**src/hdl/lkvc_pkg.sv**
```systemverilog
package lkvc_pkg;

  localparam int CAP_W          = 5;
  localparam int KEY_W          = 32;
  localparam int VAL_W          = 32;
  localparam int STAMP_W        = 32;
  localparam int ENTRIES_DEF    = 16;
  localparam int COUNT_BITS_DEF = 16;

  localparam logic [CAP_W-1:0] CAP_RESET  = 5'd16;
  localparam logic [VAL_W-1:0] MISS_VALUE = {VAL_W{1'b1}};

  typedef enum logic {
    OP_GET = 1'b0,
    OP_PUT = 1'b1
  } op_t;

  typedef enum logic [1:0] {
    ST_IDLE,
    ST_SCAN,
    ST_COMMIT
  } state_t;

  // controller to datapath
  typedef struct packed {
    logic load;
    logic scan;
    logic commit;
  } cmd_t;

  // datapath to controller
  typedef struct packed {
    logic scan_last;
    logic out_free;
  } status_t;

endpackage

```
**src/hdl/lkvc_ctrl.sv**
```systemverilog
module lkvc_ctrl import lkvc_pkg::*; (
  input  logic    clk,
  input  logic    rst,
  input  logic    in_valid,
  output logic    in_stall,
  input  status_t status,
  output cmd_t    cmd
);

  state_t state;
  state_t state_next;

  always_ff @(posedge clk) begin
    if (rst) begin
      state <= ST_IDLE;
    end else begin
      state <= state_next;
    end
  end

  always_comb begin
    state_next = state;
    cmd        = '0;
    in_stall   = 1'b1;
    case (state)
      ST_IDLE: begin
        // hold the input off while reset is applied
        in_stall = rst;
        if (in_valid && !rst) begin
          cmd.load   = 1'b1;
          state_next = ST_SCAN;
        end
      end
      ST_SCAN: begin
        cmd.scan = 1'b1;
        if (status.scan_last) begin
          state_next = ST_COMMIT;
        end
      end
      ST_COMMIT: begin
        // hold until the result register can take the result
        if (status.out_free) begin
          cmd.commit = 1'b1;
          state_next = ST_IDLE;
        end
      end
      default: begin
        state_next = ST_IDLE;
      end
    endcase
  end

endmodule

```
**src/hdl/lkvc_dp.sv**
```systemverilog
module lkvc_dp import lkvc_pkg::*; #(
  parameter int ENTRIES    = ENTRIES_DEF,
  parameter int COUNT_BITS = COUNT_BITS_DEF
) (
  input  logic                    clk,
  input  logic                    rst,
  input  logic                    cfg_we,
  input  logic [CAP_W-1:0]        cfg_wdata,
  input  logic                    op,
  input  logic signed [KEY_W-1:0] key,
  input  logic signed [VAL_W-1:0] value,
  input  cmd_t                    cmd,
  output status_t                 status,
  input  logic                    out_stall,
  output logic                    out_valid,
  output logic                    hit,
  output logic signed [VAL_W-1:0] read_value,
  output logic                    evicted
);

  localparam int IDX_W = (ENTRIES > 1) ? $clog2(ENTRIES) : 1;
  localparam int CNT_W = $clog2(ENTRIES + 1);
  localparam int CW    = (CNT_W > CAP_W) ? CNT_W : CAP_W;

  logic [CAP_W-1:0]      capacity;
  op_t                   req_op;
  logic [KEY_W-1:0]      req_key;
  logic [VAL_W-1:0]      req_value;
  logic [CNT_W-1:0]      cnt;
  logic [ENTRIES-1:0]    valid;
  logic [STAMP_W-1:0]    stamp_counter;

  logic [KEY_W-1:0]      key_mem   [ENTRIES];
  logic [VAL_W-1:0]      value_mem [ENTRIES];
  logic [COUNT_BITS-1:0] count_mem [ENTRIES];
  logic [STAMP_W-1:0]    stamp_mem [ENTRIES];

  logic [KEY_W-1:0]      rd_key;
  logic [VAL_W-1:0]      rd_value;
  logic [COUNT_BITS-1:0] rd_count;
  logic [STAMP_W-1:0]    rd_stamp;

  logic                  found;
  logic [IDX_W-1:0]      found_idx;
  logic [VAL_W-1:0]      found_value;
  logic [COUNT_BITS-1:0] found_count;
  logic [STAMP_W-1:0]    found_stamp;
  logic                  free_found;
  logic [IDX_W-1:0]      free_idx;
  logic [CNT_W-1:0]      used;
  logic                  vic_found;
  logic [IDX_W-1:0]      vic_idx;
  logic [COUNT_BITS-1:0] vic_count;
  logic [STAMP_W-1:0]    vic_age;

  logic [IDX_W-1:0]      rd_addr;
  logic [IDX_W-1:0]      proc_idx;
  logic                  proc_en;
  logic                  e_valid;
  logic [STAMP_W-1:0]    age;
  logic                  take_victim;

  logic [CW-1:0]         cap_eff;
  logic [CW-1:0]         used_ext;
  logic                  count_sat;
  logic                  wr_en;
  logic [IDX_W-1:0]      wr_idx;
  logic [VAL_W-1:0]      wr_value;
  logic [COUNT_BITS-1:0] wr_count;
  logic [STAMP_W-1:0]    wr_stamp;
  logic                  set_valid;
  logic                  stamp_adv;
  logic                  res_evict;
  logic [VAL_W-1:0]      res_read;
  logic                  out_free;

  // scan: read address runs one ahead of the entry being examined
  assign rd_addr     = cnt[IDX_W-1:0];
  assign proc_idx    = IDX_W'(cnt - CNT_W'(1));
  assign proc_en     = cmd.scan && (cnt != '0);
  assign e_valid     = valid[proc_idx];
  assign age         = stamp_counter - rd_stamp;
  assign take_victim = e_valid && (!vic_found || (rd_count < vic_count) ||
                       ((rd_count == vic_count) && (age > vic_age)));

  assign out_free         = !out_valid || !out_stall;
  assign status.scan_last = cmd.scan && (cnt == CNT_W'(ENTRIES));
  assign status.out_free  = out_free;

  always_comb begin
    cap_eff   = (CW'(capacity) > CW'(ENTRIES)) ? CW'(ENTRIES) : CW'(capacity);
    used_ext  = CW'(used);
    count_sat = (found_count == {COUNT_BITS{1'b1}});
    wr_en     = 1'b0;
    wr_idx    = found_idx;
    wr_value  = found_value;
    wr_count  = count_sat ? found_count : found_count + COUNT_BITS'(1);
    wr_stamp  = count_sat ? found_stamp : stamp_counter;
    set_valid = 1'b0;
    stamp_adv = 1'b0;
    res_evict = 1'b0;
    res_read  = '0;
    if (req_op == OP_GET) begin
      res_read = found ? found_value : MISS_VALUE;
      if (found && !count_sat) begin
        wr_en     = 1'b1;
        stamp_adv = 1'b1;
      end
    end else if (cap_eff != '0) begin
      wr_value = req_value;
      if (found) begin
        wr_en     = 1'b1;
        stamp_adv = !count_sat;
      end else begin
        wr_en     = 1'b1;
        set_valid = 1'b1;
        stamp_adv = 1'b1;
        wr_count  = COUNT_BITS'(1);
        wr_stamp  = stamp_counter;
        if (used_ext >= cap_eff) begin
          // full: reuse the least frequently used slot
          wr_idx    = vic_idx;
          res_evict = 1'b1;
        end else begin
          wr_idx = free_idx;
        end
      end
    end
  end

  always_ff @(posedge clk) begin
    if (cmd.commit && wr_en) begin
      key_mem[wr_idx]   <= req_key;
      value_mem[wr_idx] <= wr_value;
      count_mem[wr_idx] <= wr_count;
      stamp_mem[wr_idx] <= wr_stamp;
    end
    rd_key   <= key_mem[rd_addr];
    rd_value <= value_mem[rd_addr];
    rd_count <= count_mem[rd_addr];
    rd_stamp <= stamp_mem[rd_addr];
  end

  always_ff @(posedge clk) begin
    if (cmd.load) begin
      req_op     <= op_t'(op);
      req_key    <= key;
      req_value  <= value;
      found      <= 1'b0;
      free_found <= 1'b0;
      vic_found  <= 1'b0;
      used       <= '0;
    end else if (proc_en) begin
      if (e_valid) begin
        used <= used + CNT_W'(1);
        if (!found && (rd_key == req_key)) begin
          found       <= 1'b1;
          found_idx   <= proc_idx;
          found_value <= rd_value;
          found_count <= rd_count;
          found_stamp <= rd_stamp;
        end
      end else if (!free_found) begin
        free_found <= 1'b1;
        free_idx   <= proc_idx;
      end
      if (take_victim) begin
        vic_found <= 1'b1;
        vic_idx   <= proc_idx;
        vic_count <= rd_count;
        vic_age   <= age;
      end
    end
    if (cmd.commit) begin
      hit        <= found;
      read_value <= res_read;
      evicted    <= res_evict;
    end
  end

  always_ff @(posedge clk) begin
    if (rst) begin
      capacity      <= CAP_RESET;
      cnt           <= '0;
      valid         <= '0;
      stamp_counter <= '0;
      out_valid     <= 1'b0;
    end else begin
      if (cfg_we) begin
        capacity <= cfg_wdata;
      end
      if (cmd.load) begin
        cnt <= '0;
      end else if (cmd.scan) begin
        cnt <= cnt + CNT_W'(1);
      end
      if (cmd.commit && set_valid) begin
        valid[wr_idx] <= 1'b1;
      end
      if (cmd.commit && stamp_adv) begin
        stamp_counter <= stamp_counter + STAMP_W'(1);
      end
      if (cmd.commit) begin
        out_valid <= 1'b1;
      end else if (!out_stall) begin
        out_valid <= 1'b0;
      end
    end
  end

endmodule

```
**src/hdl/lfu_key_value_cache_unit.sv**
```systemverilog
// Key/value store with least-frequently-used replacement.
// Input channel (in_valid/in_stall): op (0 get, 1 put), key, value. One result
// per transfer on the output channel (out_valid/out_stall): hit, read_value
// (stored value on a get hit, all ones on a get miss, zero for a put) and
// evicted (a put of a new key into a full store removed the entry with the
// lowest use count, oldest first on ties).
// Each request walks all ENTRIES slots through the entry memory, one slot a
// cycle, then commits its result to the output register; a new item is not
// taken while one is in flight, and the next item is taken as soon as the
// previous result is in the output register.
// capacity is written through cfg_we/cfg_wdata; the user must write it only
// while no request is in flight, and the block itself does not enforce this.
// Zero disables insertion, values above ENTRIES act as ENTRIES.
// Reset (rst, synchronous) empties the store, clears the stamp counter, sets
// capacity to 16, drops any pending result and holds in_stall high.
// While out_stall is high the result holds; a request that finishes meanwhile
// waits in the controller, and in_stall stays high until the held result is
// taken.
module lfu_key_value_cache_unit import lkvc_pkg::*; #(
  parameter int ENTRIES    = ENTRIES_DEF,
  parameter int COUNT_BITS = COUNT_BITS_DEF
) (
  input  logic                    clk,
  input  logic                    rst,
  input  logic                    cfg_we,
  input  logic [CAP_W-1:0]        cfg_wdata,
  input  logic                    in_valid,
  output logic                    in_stall,
  input  logic                    op,
  input  logic signed [KEY_W-1:0] key,
  input  logic signed [VAL_W-1:0] value,
  output logic                    out_valid,
  input  logic                    out_stall,
  output logic                    hit,
  output logic signed [VAL_W-1:0] read_value,
  output logic                    evicted
);

  cmd_t    cmd;
  status_t status;

  lkvc_ctrl u_ctrl (
    .clk      (clk),
    .rst      (rst),
    .in_valid (in_valid),
    .in_stall (in_stall),
    .status   (status),
    .cmd      (cmd)
  );

  lkvc_dp #(
    .ENTRIES    (ENTRIES),
    .COUNT_BITS (COUNT_BITS)
  ) u_dp (
    .clk        (clk),
    .rst        (rst),
    .cfg_we     (cfg_we),
    .cfg_wdata  (cfg_wdata),
    .op         (op),
    .key        (key),
    .value      (value),
    .cmd        (cmd),
    .status     (status),
    .out_stall  (out_stall),
    .out_valid  (out_valid),
    .hit        (hit),
    .read_value (read_value),
    .evicted    (evicted)
  );

  a_commit_free: assert property (@(posedge clk) disable iff (rst)
    cmd.commit |-> (!out_valid || !out_stall))
    else $error("result committed over an undelivered result");

  a_rise_from_commit: assert property (@(posedge clk) disable iff (rst)
    $rose(out_valid) |-> $past(cmd.commit))
    else $error("result appeared without a commit");

  a_evict_is_put_miss: assert property (@(posedge clk) disable iff (rst)
    (out_valid && evicted) |-> (!hit && (read_value == '0)))
    else $error("eviction reported on a hit or a get");

  a_busy_after_accept: assert property (@(posedge clk) disable iff (rst)
    (in_valid && !in_stall) |=> in_stall)
    else $error("second request taken while one is in flight");

endmodule
```
**config.mk**
```make
export PLATFORM = sky130hd
export DESIGN_NAME = lfu_key_value_cache_unit
export DESIGN_NICKNAME = d
export VERILOG_FILES = /design/src/hdl/lkvc_pkg.sv /design/src/hdl/lkvc_ctrl.sv /design/src/hdl/lkvc_dp.sv /design/src/hdl/lfu_key_value_cache_unit.sv
export SDC_FILE = /design/constraint.sdc
export NUM_CORES = 2
export LEC_CHECK = 0
export BUFFER_PORTS_ARGS = -buffer_cell sky130_fd_sc_hd__buf_2
export CAP_MARGIN = 20
export CORE_UTILIZATION = 25
export CTS_CLUSTER_SIZE = 14
export DETAILED_ROUTE_END_ITERATION = 7
export PLACE_DENSITY_LB_ADDON = 0.12
export SLEW_MARGIN = 20
export SYNTH_ARGS = -nofsm -noshare
export SYNTH_HDL_FRONTEND = slang
export SYNTH_HIERARCHICAL = 1
export SYNTH_SLANG_ARGS = --single-unit
export TNS_END_PERCENT = 5
```
**constraint.sdc**
```tcl
create_clock -name clk -period 10.25 [get_ports clk]
set_input_delay 1.5375 -clock clk [delete_from_list [all_inputs] [get_ports clk]]
set_output_delay 1.5375 -clock clk [all_outputs]
set_load 0.01 [all_outputs]
```
==> results.toml <==
[synth]
synth_edf_count = 2031
syn-num-nets = 4079
yosysSeqAreaShare_pct = 76.30
synth_common_cells = "2031 x edfxtp_1, 564 x mux4_2, 181 x dfxtp_1, 135 x inv_1, 99 x nor2_1"
yosysTopAreaCellShare_pct = 72.02
synth_area_sq_um = 84680
yosysMostFrequentCell = "edfxtp_1"
netlist_instances = 3913
yosys_most_used_dff = "edfxtp_1"
ys_top_cells_by_area = "edfxtp_1 72%, mux4_2 15%, dfxtp_1 4.3%"
yosysUniqueCellTypes = 79
synth_seq_cells = 2212
avgSynthCellArea_sq_um = 21.64
async_reset_ff_share_pct = 0
yosys.area.top_type = "edfxtp_1"
yosysWarnings = 6

[die]
dieArea_sq_um = 341100
core_sq_um = 336900
chipWidth_um = 584.0
ios = 111
die_height_um = 584.0
start_util_pct = 25.14
rows = 213

[timing]
min_period_ns = 5.936
hold_slack_ns = 0.4010
fmax_mhz = 168.5
rsz0062_at_grt = "no"
worstMarginPinSlew_ns = 1.042
hold_violations = 0
relSlewSlack_pct = 30.51
final-setup-viol-count = 0
tns_ns = 0
drv_slew = 0
period_share_pct = 57.91
clock-skew-final_ns = 0.06059

[worst_setup_path]
cp_slowest_cell = "nor4_1"
critPathLaunchType = "flip-flop"
worst_path_largest_cell_delay_ns = 0.60
critPathCaptureType = "flip-flop"
path_buf_inv = 2
path_cells = "inv_1, ha_1, fa_1, nand2b_1, a21oi_1, o211ai_1, a41oi_2, a21oi_1, o21a_1, o32ai_1, xor2_1, ha_1, nand4_1, nor4_1, nor4b_1, o41a_2, buf_4"
worstPathRequired_ns = 10.74
worstPathArrival_ns = 6.43
path_delay_family = "compound AO/OA/AOI/OAI gates"
critical_path_class = "reg -> reg"
worstPathMaxFanout = 36

[layout]
fin_nets = 4389
layout-area-overhead-vs-synth_pct = 17.73
design_area_sq_um = 99690
drive_gt1_share_pct = 28.13

[route]
wl_per_cell_um = 25.15
drt_wl_total_um = 225200
ant_nets = 0
first_iter_violations = 2982
drt_pass1_iterations = 5
via_count = 39090
viasPerCell = 4.365
drc = 0

[clock_tree]
worstSkewPairLatency_ns = 0.87
path_clk_slew_ns = 0.06
cts_root_buffer = "clkbuf_16"
clock_path_buffers = 4
cts_setup_buffers = 0
cts_sinks = 2212
cts_tree = "built"
cts_resized = 0
cts_hold_buf = 0
htreeDepth = 5
cts_made_buffers = 268

[job]
max-cap-violations = 0

[placement]
gp_congestion = 0.7000
place_hpwl_um = 121300
place_area_sq_um = 91200
port-buffer-count = 110

[global_routing]
antenna_found_initial = 16
grt_max_degree = 123
grt_pass1_wl_um = 322400
grt_pass1_vias = 41900
grt_util_all_layers_pct = 13.11
grt_overflow = 0

[pwr]
p_int_mw = 15.59
leakage_nw = 31.00
clockPowerShare_pct = 46.4
peakVddDrop_v = 0.0001305
power_switching_mw = 4.170
seq_power_share_pct = 50.1
swShare_pct = 21.10
combPwrFrac_pct = 3.5
p_per_area_nw_per_um2 = 198.2

[min_path]
hold_class = "reg -> reg"

[run_status]
outcome = "finished clean"
final cells by class:
cell class / instances / area (sq um)
Multi-Input combinational cell: 1399 / 19020
Clock buffer: 368 / 7463
Timing Repair Buffer: 205 / 1446
Inverter: 137 / 514.2
Fill cell: 32920 / 237200
Sequential cell: 2212 / 64630
Clock inverter: 116 / 958.4
Tap cell: 4515 / 5649
Antenna cell: 4 / 10.01
logic make-up (layout without fill, tap and decap cells):
group	count (synthesis)	after routing	synth area share, %
xor gates and xnor gates	106	106	1.105
buffers and inverters	302	826	1.458
other	0	4	0
AOI/OAI and AO/OA	237	237	1.816
adders and majority gates	91	91	1.353
and+or+nand+nor	331	331	2.055
muxes	634	634	15.91
DFF	2212	2212	76.30
sequential cells by signal, summed over array words and instances (netlist names), 256 cells and up:
name and flops:
u_dp/value_mem 512, u_dp/count_mem 256, u_dp/key_mem 512, u_dp/stamp_mem 512
layout by cell type (no fill, tap or decap), drive strengths merged, types with 8 or more instances in the layout:
master / netlist / layout
nor2b: 15 / 15
or3: 11 / 11
buf: 72 / 205
nand4: 29 / 29
nor3: 21 / 21
and3: 12 / 12
nor2: 103 / 103
clkbuf: 93 / 368
edfxtp: 2031 / 2031
nand2b: 10 / 10
nand3: 34 / 34
dfxtp: 181 / 181
o21ai: 39 / 39
or2: 8 / 8
nand2: 60 / 60
mux4: 564 / 564
bufinv: 0 / 13
mux2i: 11 / 11
mux2: 59 / 59
xnor2: 51 / 51
inv: 137 / 148
xor2: 55 / 55
a21oi: 95 / 95
a21o: 35 / 35
nor4: 9 / 9
clkinv: 0 / 90
ha: 90 / 90
o2bb2ai: 12 / 12
power by group through the flow:
stage | combinational (mW) | clock [mW] | sequential (mW)
after global placement | 0.728 | 0 | 10.1
final | 0.699 | 9.17 | 9.89
after global routing | 0.765 | 9.82 | 9.90
after detailed placement | 0.727 | 0 | 10.1
after floorplan | 0.508 | 0 | 10.0
after CTS | 0.729 | 9.50 | 9.89
through the flow:
stage	setup slack [ns]	std cells	util, %	power [mW]
after floorplan	1.847	3913	-	10.56
after global placement	4.067	8464	27.06	10.81
after detailed placement	4.175	8466	27.07	10.81
after CTS	4.115	8950	29.57	20.12
after global routing	3.789	8953	29.59	20.48
final	4.314	8956	29.59	19.76
final timing paths:
path                                            from                       endpoint  slack, ns  cells past startpoint
setup reg to reg  u_dp/stamp_counter[0]$_SDFFE_PP0P_     u_dp/vic_age[30]$_DFFE_PP_       4.31                     17
setup / recovery  u_dp/stamp_counter[0]$_SDFFE_PP0P_     u_dp/vic_age[30]$_DFFE_PP_       4.31                     17
hold reg to reg             u_dp/rd_value[1]$_DFF_P_  u_dp/found_value[1]$_DFFE_PP_       0.40                      0
hold / removal              u_dp/rd_value[1]$_DFF_P_  u_dp/found_value[1]$_DFFE_PP_       0.40                      0
routing by layer:
metal	track usage, %	routed length [um]
met1	18.79	107300
met2	20.93	105300
met3	2.101	8480
met4	2.732	4049
met5	0	0
No activity file was read; power rests on OpenSTA's default activity.
